[config.mk]
export PLATFORM = sky130hd
export DESIGN_NAME = audio_level_peak_hold_meter
export DESIGN_NICKNAME = d
export VERILOG_FILES = /design/src/rtl/alm_pkg.sv /design/src/rtl/audio_level_peak_hold_meter.sv
export SDC_FILE = /design/constraint.sdc
export NUM_CORES = 2
export LEC_CHECK = 0
export ABC_AREA = 1
export BUFFER_PORTS_ARGS = -buffer_cell sky130_fd_sc_hd__buf_2
export CAP_MARGIN = 20
export CORE_MARGIN = 5
export CORE_UTILIZATION = 55
export DETAILED_ROUTE_END_ITERATION = 7
export PLACE_DENSITY = 0.75
export SLEW_MARGIN = 20
export SYNTH_ARGS = -nofsm -noshare
export SYNTH_HDL_FRONTEND = slang
export SYNTH_SLANG_ARGS = --single-unit
[constraint.sdc]
create_clock -name clk -period 7.5 [get_ports clk]
set_input_delay 0.375 -clock clk [delete_from_list [all_inputs] [get_ports clk]]
set_output_delay 0.375 -clock clk [all_outputs]
set_load 0.01 [all_outputs]
[src/rtl/alm_pkg.sv]
// Shared types and constants for the audio level meter.
// Holds the item structs, command codes and register indexes.
// No dependencies.
package alm_pkg;

	localparam int LEVEL_BITS = 16;
	localparam int AGE_BITS   = 16;
	localparam int COUNT_BITS = 10;
	localparam int CMD_BITS   = 2;
	localparam int CFG_IDX_BITS  = 2;
	localparam int CFG_DATA_BITS = 16;

	localparam logic [CMD_BITS-1:0] CMD_LEVEL = 2'd0;
	localparam logic [CMD_BITS-1:0] CMD_TICK  = 2'd1;
	localparam logic [CMD_BITS-1:0] CMD_CLEAR = 2'd2;

	localparam logic [CFG_IDX_BITS-1:0] CFG_SMOOTH_COEFF    = 2'd0;
	localparam logic [CFG_IDX_BITS-1:0] CFG_DECAY_PER_TICK  = 2'd1;
	localparam logic [CFG_IDX_BITS-1:0] CFG_HOLD_TICKS      = 2'd2;
	localparam logic [CFG_IDX_BITS-1:0] CFG_REDRAW_INTERVAL = 2'd3;

	localparam logic [LEVEL_BITS-1:0] SMOOTH_COEFF_RST    = 16'd58982;
	localparam logic [LEVEL_BITS-1:0] DECAY_PER_TICK_RST  = 16'd66;
	localparam logic [AGE_BITS-1:0]   HOLD_TICKS_RST      = 16'd2000;
	localparam logic [COUNT_BITS-1:0] REDRAW_INTERVAL_RST = 10'd50;

	typedef struct packed {
		logic [CMD_BITS-1:0]   command;
		logic [LEVEL_BITS-1:0] rms_in;
		logic [LEVEL_BITS-1:0] peak_in;
	} meter_in_t;

	typedef struct packed {
		logic [LEVEL_BITS-1:0] rms_level;
		logic [LEVEL_BITS-1:0] peak_level;
		logic [LEVEL_BITS-1:0] decayed_peak;
		logic [LEVEL_BITS-1:0] hold_level;
	} meter_out_t;

endpackage

[src/rtl/audio_level_peak_hold_meter.sv]
// Level meter core: RMS smoothing, peak capture with linear decay, peak hold.
// Depends on alm_pkg for the item structs, command codes and register indexes.
//
//  channel | direction | handshake            | payload
//  --------+-----------+----------------------+-------------------------
//  in      | input     | in_valid / in_ready  | in_data  (meter_in_t)
//  out     | output    | out_valid / out_ready| out_data (meter_out_t)
//  cfg     | input     | cfg_we               | cfg_index, cfg_data
//
// One item per cycle sustained while out_ready holds; each item passes from acceptance
// through the input register and then the result register.
// The state update and the result are computed in a single pass from the input register;
// the RMS multiplier and the decay multiplier set the path length.
// A stalled result register holds the input register; the input side stalls only then.
// Reset clears all levels, ages and counters and loads the register defaults.
module audio_level_peak_hold_meter
	import alm_pkg::*;
(
	input  logic                     clk,
	input  logic                     arst_n,
	input  logic                     in_valid,
	output logic                     in_ready,
	input  meter_in_t                in_data,
	output logic                     out_valid,
	input  logic                     out_ready,
	output meter_out_t               out_data,
	input  logic                     cfg_we,
	input  logic [CFG_IDX_BITS-1:0]  cfg_index,
	input  logic [CFG_DATA_BITS-1:0] cfg_data
);

	// Configuration registers.
	logic [LEVEL_BITS-1:0] smooth_coeff_q;
	logic [LEVEL_BITS-1:0] decay_per_tick_q;
	logic [AGE_BITS-1:0]   hold_ticks_q;
	logic [COUNT_BITS-1:0] redraw_interval_q;

	// Meter state.
	logic [LEVEL_BITS-1:0] rms_acc_q;
	logic [LEVEL_BITS-1:0] peak_q;
	logic [LEVEL_BITS-1:0] decayed_q;
	logic [LEVEL_BITS-1:0] hold_q;
	logic [AGE_BITS-1:0]   peak_age_q;
	logic [AGE_BITS-1:0]   hold_age_q;
	logic [COUNT_BITS-1:0] redraw_count_q;

	// Pipeline.
	meter_in_t  in_s1;
	logic       valid_s1;
	meter_out_t out_s2;
	logic       valid_s2;
	logic       advance;

	// Next-state values.
	logic [LEVEL_BITS-1:0] rms_acc_nx;
	logic [LEVEL_BITS-1:0] peak_nx;
	logic [LEVEL_BITS-1:0] decayed_nx;
	logic [LEVEL_BITS-1:0] hold_nx;
	logic [AGE_BITS-1:0]   peak_age_nx;
	logic [AGE_BITS-1:0]   hold_age_nx;
	logic [COUNT_BITS-1:0] redraw_count_nx;

	// Datapath terms.
	logic signed [LEVEL_BITS:0]       rms_diff;
	logic signed [LEVEL_BITS:0]       coeff_s;
	logic signed [2*LEVEL_BITS+1:0]   rms_prod;
	logic signed [2*LEVEL_BITS+1:0]   rms_sum;
	logic [AGE_BITS-1:0]              peak_age_inc;
	logic [AGE_BITS-1:0]              hold_age_inc;
	logic [2*LEVEL_BITS-1:0]          drop;
	logic [COUNT_BITS-1:0]            count_inc;
	logic [COUNT_BITS-1:0]            limit;
	logic                             redraw_due;

	assign advance   = valid_s1 && (!valid_s2 || out_ready);
	assign in_ready  = !valid_s1 || advance;
	assign out_valid = valid_s2;
	assign out_data  = out_s2;

	// rms*c + in*(1-c) is rewritten as in*1 + (rms-in)*c to use one multiplier.
	assign rms_diff = $signed({1'b0, rms_acc_q}) - $signed({1'b0, in_s1.rms_in});
	assign coeff_s  = $signed({1'b0, smooth_coeff_q});
	assign rms_prod = rms_diff * coeff_s;
	assign rms_sum  = rms_prod + $signed({2'b00, in_s1.rms_in, {LEVEL_BITS{1'b0}}});

	assign peak_age_inc = (peak_age_q == {AGE_BITS{1'b1}}) ? peak_age_q : peak_age_q + 1'b1;
	assign hold_age_inc = (hold_age_q == {AGE_BITS{1'b1}}) ? hold_age_q : hold_age_q + 1'b1;
	assign drop         = decay_per_tick_q * peak_age_inc;

	assign count_inc  = redraw_count_q + 1'b1;
	assign limit      = (redraw_interval_q == '0) ? COUNT_BITS'(1) : redraw_interval_q;
	// A count that wraps to zero also triggers an evaluation.
	assign redraw_due = (count_inc >= limit) || (count_inc == '0);

	always_comb begin
		rms_acc_nx      = rms_acc_q;
		peak_nx         = peak_q;
		decayed_nx      = decayed_q;
		hold_nx         = hold_q;
		peak_age_nx     = peak_age_q;
		hold_age_nx     = hold_age_q;
		redraw_count_nx = redraw_count_q;
		case (in_s1.command)
			CMD_LEVEL: begin
				rms_acc_nx = rms_sum[2*LEVEL_BITS-1:LEVEL_BITS];
				if (in_s1.peak_in > decayed_q) begin
					peak_nx     = in_s1.peak_in;
					decayed_nx  = in_s1.peak_in;
					peak_age_nx = '0;
				end
				if (in_s1.peak_in > hold_q) begin
					hold_nx     = in_s1.peak_in;
					hold_age_nx = '0;
				end
			end
			CMD_TICK: begin
				peak_age_nx     = peak_age_inc;
				hold_age_nx     = hold_age_inc;
				redraw_count_nx = count_inc;
				if (redraw_due) begin
					redraw_count_nx = '0;
					if (drop < {{LEVEL_BITS{1'b0}}, peak_q}) begin
						decayed_nx = peak_q - drop[LEVEL_BITS-1:0];
					end else begin
						decayed_nx = '0;
					end
					if (hold_age_inc > hold_ticks_q) begin
						hold_nx = '0;
					end
				end
			end
			CMD_CLEAR: begin
				rms_acc_nx = '0;
				peak_nx    = '0;
			end
			default: begin
			end
		endcase
	end

	always_ff @(posedge clk or negedge arst_n) begin
		if (!arst_n) begin
			smooth_coeff_q    <= SMOOTH_COEFF_RST;
			decay_per_tick_q  <= DECAY_PER_TICK_RST;
			hold_ticks_q      <= HOLD_TICKS_RST;
			redraw_interval_q <= REDRAW_INTERVAL_RST;
		end else if (cfg_we) begin
			unique case (cfg_index)
				CFG_SMOOTH_COEFF:    smooth_coeff_q    <= cfg_data[LEVEL_BITS-1:0];
				CFG_DECAY_PER_TICK:  decay_per_tick_q  <= cfg_data[LEVEL_BITS-1:0];
				CFG_HOLD_TICKS:      hold_ticks_q      <= cfg_data[AGE_BITS-1:0];
				CFG_REDRAW_INTERVAL: redraw_interval_q <= cfg_data[COUNT_BITS-1:0];
				default: begin
				end
			endcase
		end
	end

	always_ff @(posedge clk or negedge arst_n) begin
		if (!arst_n) begin
			rms_acc_q      <= '0;
			peak_q         <= '0;
			decayed_q      <= '0;
			hold_q         <= '0;
			peak_age_q     <= '0;
			hold_age_q     <= '0;
			redraw_count_q <= '0;
		end else if (advance) begin
			rms_acc_q      <= rms_acc_nx;
			peak_q         <= peak_nx;
			decayed_q      <= decayed_nx;
			hold_q         <= hold_nx;
			peak_age_q     <= peak_age_nx;
			hold_age_q     <= hold_age_nx;
			redraw_count_q <= redraw_count_nx;
		end
	end

	always_ff @(posedge clk or negedge arst_n) begin
		if (!arst_n) begin
			valid_s1 <= 1'b0;
			valid_s2 <= 1'b0;
		end else begin
			if (in_ready) begin
				valid_s1 <= in_valid;
			end
			if (advance) begin
				valid_s2 <= 1'b1;
			end else if (out_ready) begin
				valid_s2 <= 1'b0;
			end
		end
	end

	always_ff @(posedge clk) begin
		if (in_ready && in_valid) begin
			in_s1 <= in_data;
		end
		if (advance) begin
			out_s2.rms_level    <= rms_acc_nx;
			out_s2.peak_level   <= peak_nx;
			out_s2.decayed_peak <= decayed_nx;
			out_s2.hold_level   <= hold_nx;
		end
	end

	// An empty result register never stalls the input side.
	a_ready_when_empty: assert property (@(posedge clk) disable iff (!arst_n)
		!valid_s2 |-> in_ready)
		else $error("input stalled with an empty result register");

	// A clear item shows zero RMS and peak in its result.
	a_clear_result: assert property (@(posedge clk) disable iff (!arst_n)
		(advance && in_s1.command == CMD_CLEAR) |=>
		(out_s2.rms_level == '0 && out_s2.peak_level == '0))
		else $error("clear item did not zero the levels");

	// Age counters never move backward on a tick.
	a_tick_age: assert property (@(posedge clk) disable iff (!arst_n)
		(advance && in_s1.command == CMD_TICK) |=>
		(peak_age_q >= $past(peak_age_q) && hold_age_q >= $past(hold_age_q)))
		else $error("age counter decreased on a tick");

	// The redraw counter stays below its limit after a tick unless the limit changed.
	a_redraw_bound: assert property (@(posedge clk) disable iff (!arst_n)
		(advance && in_s1.command == CMD_TICK && !cfg_we) |=> (redraw_count_q < limit))
		else $error("redraw counter passed its interval");

endmodule
## Yosys cells after proc, flatten, opt, wreduce, memory -nomap -nowiden

Cells that the tools add are included.

- Output and inout bits: 66
- Bits in registers: 264

- Order comparisons: 5
- $add $sub $neg: 6
- Equal/unequal tests: 9
- Multiply operators: 2
- Reductions and logical operators: 20
- Muxes and demuxes: 21

Operators by type and width:

| kind | count |
|---|---|
| $pmux 16 s2 | 6 |
| $mux 16 | 11 |
| $gt 16x16->1 | 3 |
| $add 16x1->16 const B | 2 |
| $add 32x32->32 | 1 |
| $eq 16x16->1 const B | 2 |
| $lt 32x16->1 | 1 |
| $mul 16x16->32 | 1 |
| $mul 17x17->32 | 1 |
| $logic_not 10->1 | 2 |
| $mux 10 | 2 |
| $sub 16x16->17 | 1 |
| $sub 16x16->16 | 1 |
| $add 10x1->10 const B | 1 |
| $ge 10x10->1 | 1 |
| $reduce_and 2->1 | 5 |
| $eq 2x2->1 const B | 3 |
| $reduce_and 3->1 | 2 |
| $eq 2x1->1 const B | 2 |
| $logic_not 2->1 | 2 |
| $ne 2x2->1 const B | 2 |
| $reduce_bool 2->1 | 2 |
| $logic_or 1x1->1 | 3 |
| $logic_and 1x1->1 | 2 |
| 2 further kinds | 4 |

## Logic depth before layout (Yosys ltp)

- Depth after elaboration: 7
- Gate-level depth with buffers: 46
- Mapped depth without buffers: 45

## Least setup slack after synthesis

No wires, ideal clock.

- Path kind: register to register
- Start point: register peak_age_q[0]
- End point: register out_s2, in the netlist out_data[17] (data pin)
- Cell stages (with the launch flop): 37
- Buffers on the path: 3
- Required time: 7.341 ns
- Clock period less this slack: 7.535 ns
- Arrival: 7.376 ns
- Slack: -0.035 ns
- Cells stage by stage: dfrtp_1 > ha_1 > nand3_1 > nor2_1 > nand3_1 > clkbuf_1 > nand2_1 > inv_1 > clkbuf_1 > nor2_1 > fa_1 > inv_1 > fa_1 > fa_1 > inv_1 > fa_1 > fa_1 > inv_1 > fa_1 > inv_1 > ha_1 > nand2_1 > nor2_2 > and2_1 > nand2_1 > nand3_2 > xor2_1 > ha_1 > a21oi_1 > o21ai_0 > a21o_1 > a31oi_1 > buf_2 > nand4_1 > nand2_1 > nand2_1 > a22oi_1

- Cells in the longest elaborated chain, start to end: 7
- Elaborated cells on any way between the ends: 9
- Those cells by class: add/sub (2); mul (1); order compare (1); eq/ne (1); mux (4)

Ends and longest elaborated chain:

| item | line | RTL |
|---|---|---|
| start, declared | audio_level_peak_hold_meter.sv:43 | `logic [AGE_BITS-1:0] peak_age_q;` |
| start signal, assigned | audio_level_peak_hold_meter.sv:173 | `peak_age_q <= peak_age_nx;` |
| $add 16x1->16 / $eq 16x16->1 (equally long branches) | audio_level_peak_hold_meter.sv:86 | `assign peak_age_inc = (peak_age_q == {AGE_BITS{1'b1}}) ? peak_age_q : peak_age_q + 1'b1;` |
| $mux 16 (*) | audio_level_peak_hold_meter.sv:86 |  |
| $mul 16x16->32 (*) | audio_level_peak_hold_meter.sv:88 | `assign drop = decay_per_tick_q * peak_age_inc;` |
| $lt 32x16->1 / $sub 16x16->16 (equally long branches) | audio_level_peak_hold_meter.sv:122, audio_level_peak_hold_meter.sv:123 |  |
| $mux 16 (*) | audio_level_peak_hold_meter.sv:122 | `if (drop < {{LEVEL_BITS{1'b0}}, peak_q}) begin` |
| $mux 16 (*) | audio_level_peak_hold_meter.sv:120 | `if (redraw_due) begin` |
| $pmux 16 s2 (*) | audio_level_peak_hold_meter.sv:103 | `case (in_s1.command)` |
| via decayed_nx[1] | audio_level_peak_hold_meter.sv:57 | `logic [LEVEL_BITS-1:0] decayed_nx;` |
| end, declared | audio_level_peak_hold_meter.sv:50 | `meter_out_t out_s2;` |

Mark *: on every way through the listed nets, which the timed path passes. The rest lies on a longest branch.
A chain may end at the register's enable or synchronous reset.

## Worst setup path in the final report

- Start point: register peak_age_q[0]
- End point: register decayed_q[15]

- Cells in the longest elaborated chain, start to end: 7
- Elaborated cells on any way between the ends: 9
- Those cells by class: add/sub (2); mul (1); order compare (1); eq/ne (1); mux (4)

Ends and longest elaborated chain:

| item | line | RTL |
|---|---|---|
| $add 16x1->16 / $eq 16x16->1 (equally long branches) | audio_level_peak_hold_meter.sv:86 |  |
| $mux 16 (*) | audio_level_peak_hold_meter.sv:86 |  |
| $mul 16x16->32 (*) | audio_level_peak_hold_meter.sv:88 |  |
| $lt 32x16->1 / $sub 16x16->16 (equally long branches) | audio_level_peak_hold_meter.sv:122, audio_level_peak_hold_meter.sv:123 |  |
| $mux 16 (*) | audio_level_peak_hold_meter.sv:122 |  |
| $mux 16 (*) | audio_level_peak_hold_meter.sv:120 |  |
| $pmux 16 s2 (*) | audio_level_peak_hold_meter.sv:103 |  |
| via decayed_nx[15] | audio_level_peak_hold_meter.sv:57 |  |
| end signal, assigned | audio_level_peak_hold_meter.sv:171 | `decayed_q <= decayed_nx;` |
| end, declared | audio_level_peak_hold_meter.sv:41 | `logic [LEVEL_BITS-1:0] decayed_q;` |

Marked as above.

==> out/summary.md <==
The flow ran to the end, but the final reports show violations. The checks that failed: negative setup slack. After detailed routing, the number of vias per cell comes to 5.41. The final layout contains routed wiring with a total length of 99000 um. The tools report the insertion delay of the later-clocked pin in the worst-skew pair as 630 ps. The delay contributed by the slowest stage of the critical path was 540 ps.

The path class of the tightest hold or removal check is input pin to register. Clock tree synthesis inserted a total of 30 buffers. The share of flip-flops with an asynchronous set or reset after synthesis was 0.629. Relative max-transition margin: 0.258. The post-route fraction of the period consumed by the critical path works out to 1.02. The DRC violation count after routing was 0. The tree built by TritonCTS fans out to 264 sinks. The largest individual stage delay along the critical path comes from the cell fa_1. Root cell of the clock tree: clkbuf_16. The count of buffers added on input and output ports is 122. For this run, the leading register cell type out of synthesis is dfrtp_1. Worst path required time: 8060 ps. The synthesized flop and latch total came out at 264. Timing would allow up to 0.131 GHz. Total area of sequential cells: 0.00712 mm^2. The number of enable flip-flop cells after synthesis was 98.

Cell occurring most often along the worst timing path: fa_1. The final weighted congestion in routability-driven placement was 0.935. The die area is 0.0681 mm^2, and the filler cell count in the final layout is 5098. The width of the die works out to 261 um. Summing all multi-input logic gate instances after layout gives 0.0245 mm^2. After technology mapping, the gate count stands at 4294. The total congestion overflow after global routing was 0.

The worst setup path is of the register to register kind. The final layout contains 5514 nets. The first global-routing pass estimated 157000 um of wire. The count of final hold-check violations came out at 0.

After synthesis, the mean cell area works out to 8.07 um^2. For the final worst-path setup slack, the log shows -115 ps. The number of diodes added for antenna fixing is 0. For the number of pins with negative max-slew slack in the final report, the log shows 0. Entering global routing, the biggest net connects 86 pins. STA classifies the critical path startpoint as a register.

For the final-layout setup total negative slack, the log shows -1560 ps. Setup repair after global routing could not meet its margin everywhere. The initial standard-cell utilization of the core is 0.552, and the number of placed instances, taps included is 5399. Along the worst path, the maximum fanout reaches 8. Data arrives at the worst endpoint at 8170 ps.

The net count of the mapped netlist is 5141, and the die height is 261 um. The maximum level of the CTS H-tree came out at 1. The HPWL after detailed placement came out at 77600 um. The logs give 76.2 ps for the largest clock skew in the final design and 6 for the iteration count of the initial detailed-routing pass. Detailed routing inserted a total of 30.0k vias. The run gives 1 as the initial antenna violation count.

In the final routed layout, each cell accounts on average for 17.9 um. The fraction of layout cells with a size suffix above 1 was 0.165; the post-layout minimum cycle time was 7610 ps. The maximum clock path buffer count was 3; the area growth from synthesis to final layout was 17.8%. The detailed router finished its first iteration with 2666 violations. The logs give 5537 for the count of placed standard cells in the final layout, fillers left out and 123 for the boundary pin count. For the pin with the worst max-slew slack, the measured transition is 1110 ps.

Yosys printed 0 warnings. After clock tree synthesis, the clock-pin slew on the worst setup and hold paths is 70 ps. For the post-placement setup slack, the log shows -501 ps.

The endpoint class of the critical path is a register. The number of cell rows is 92. In this run the remaining antenna-violating nets after routing total 0.

Across the run, the number of max-cap violations was 0. After floorplanning, the core was sized to cover 0.0627 mm^2. The cell area that synthesis handed to floorplanning was 0.0347 mm^2. The global router's overall resource usage is 0.288, and the via count of the first global-routing pass is 29.9k. The share of the yosys chip area belonging to registers is 0.206.

TritonCTS built the clock tree. Setup violations remaining at the end of the flow were counted as 30. Synthesis instantiated 55 different standard cells from the library.
[per-stage QoR]
stage	area, um^2	hold WS [ps]	utilization
2_1_floorplan	34700	79.4	-
3_3_place_gp	37800	411	0.603
3_5_place_dp	37800	404	0.603
4_1_cts	39600	8.45	0.631
5_1_grt	40800	77.7	0.650
6_report	40800	44.3	0.650
[flip-flops by register name, indices dropped and copies added (netlist names)]
name               cells
in_s1                 34
hold_age_q            16
redraw_count_q        10
out_data              64
decayed_q             16
rms_acc_q             16
hold_ticks_q          16
hold_q                16
valid_s1               1
out_valid              1
peak_q                16
decay_per_tick_q      16
smooth_coeff_q        16
redraw_interval_q     10
peak_age_q            16
[metal layers]
layer,track usage,vias to the layer above,wire length (um)
li1,-,13800,-
met1,0.384,14600,39300
met4,0.104,0,4400
met5,0,-,0
met3,0.0500,253,8100
met2,0.478,1276,47200
[final timing paths]
kind / start / end / slack, ps / cells after the start
worst min-delay path: out_ready / out_valid / 40 / 4
min in group asynchronous: arst_n / rms_acc_q[1] / 340 / 2
worst max-delay path: peak_age_q[0] / decayed_q[15] / -110 / 40
worst max register to register: peak_age_q[0] / decayed_q[15] / -110 / 40
worst min register to register: hold_ticks_q[5] / hold_ticks_q[5] / 490 / 2
max in group asynchronous: arst_n / out_valid / 6010 / 3
[synth_stat cells, types with 12 or more instances]
master    number  area, um^2
o211ai_1      17         128
xor2_1        56         490
nand2_1      968        3630
ha_1         305        3820
buf_2         12        60.1
nand3_1      131         656
clkinv_1      19        71.3
o21ai_0      223        1120
edfxtp_1      98        2940
nor2_1       343        1290
xnor2_1       20         175
dfstp_2       20         526
o22ai_1       25         156
nor3_1        26         130
inv_2         13        48.8
a21oi_1      137         686
nand2_2       20         125
dfrtp_1      146        3650
nand4_1       42         263
clkbuf_1      84         315
fa_1         485        9710
inv_1        966        3630
[critical path, delay by kind of cell (launching register included)]
family / cells / cell delay (ps)
fa+ha+maj: 8 / 3380
buf+inv: 11 / 1070
xor+xnor: 2 / 320
flops: 1 / 360
compound gates: 3 / 530
simple gates: 16 / 1930
[cells by family (layout without fill, tap and decap cells)]
group	Yosys count	count (layout)	share of synthesized area
adders and majority gates	790	790	0.390
and+or+nand+nor	1588	1588	0.189
AOI/OAI and AO/OA	471	471	0.0755
buffers and inverters	1105	1502	0.121
xor gates and xnor gates	76	76	0.0192
DFF	264	264	0.206
[layout make-up]
class	instances	share of cell area
flip-flops and latches	264	0.175
multi-input cells	2925	0.600
repair buffers	448	0.0806
well taps	846	0.0259
inverters	998	0.0923
clock inverters	15	0.00546
clock buffers	41	0.0209
[repair_timing]
action | 4_1_cts | 5_1_grt
resized for setup | 56 | 230
cloned | 1 | 1
setup buffers | 7 | 38
pin swaps | 20 | 150
hold buffers | 36 | 0
setup endpoints to repair | 58 | 61
hold endpoints to repair | 82 | 0
[layout by cell type (no fill, tap or decap), types with 8 or more instances in the layout]
cell / n
fa_2: 16
nor4_1: 10
ha_1: 270
o21ai_1: 13
nand2_1: 919
nand3_2: 12
inv_1: 947
a21oi_1: 117
nand3_1: 118
clkinv_1: 16
a21o_1: 11
o22ai_1: 25
ha_4: 27
nor2_4: 16
nor2_1: 322
nand2_4: 15
nand2_2: 55
dfrtp_1: 146
o211ai_1: 17
buf_2: 123
nor3_1: 21
dlygate4sd3_1: 36
inv_2: 29
o21ai_2: 11
a21oi_2: 19
o21bai_1: 8
o21ai_0: 207
nor2_2: 22
fa_1: 469
buf_6: 14
dfstp_2: 20
nand4_1: 42
edfxtp_1: 98
xor2_1: 48
ha_2: 8
buf_4: 268
o21a_1: 9
xnor2_1: 19
clkbuf_16: 31
Power is left out: the tool's default activity adds up to more than one toggle a clock period on the data nets, which glitch-free logic cannot reach.
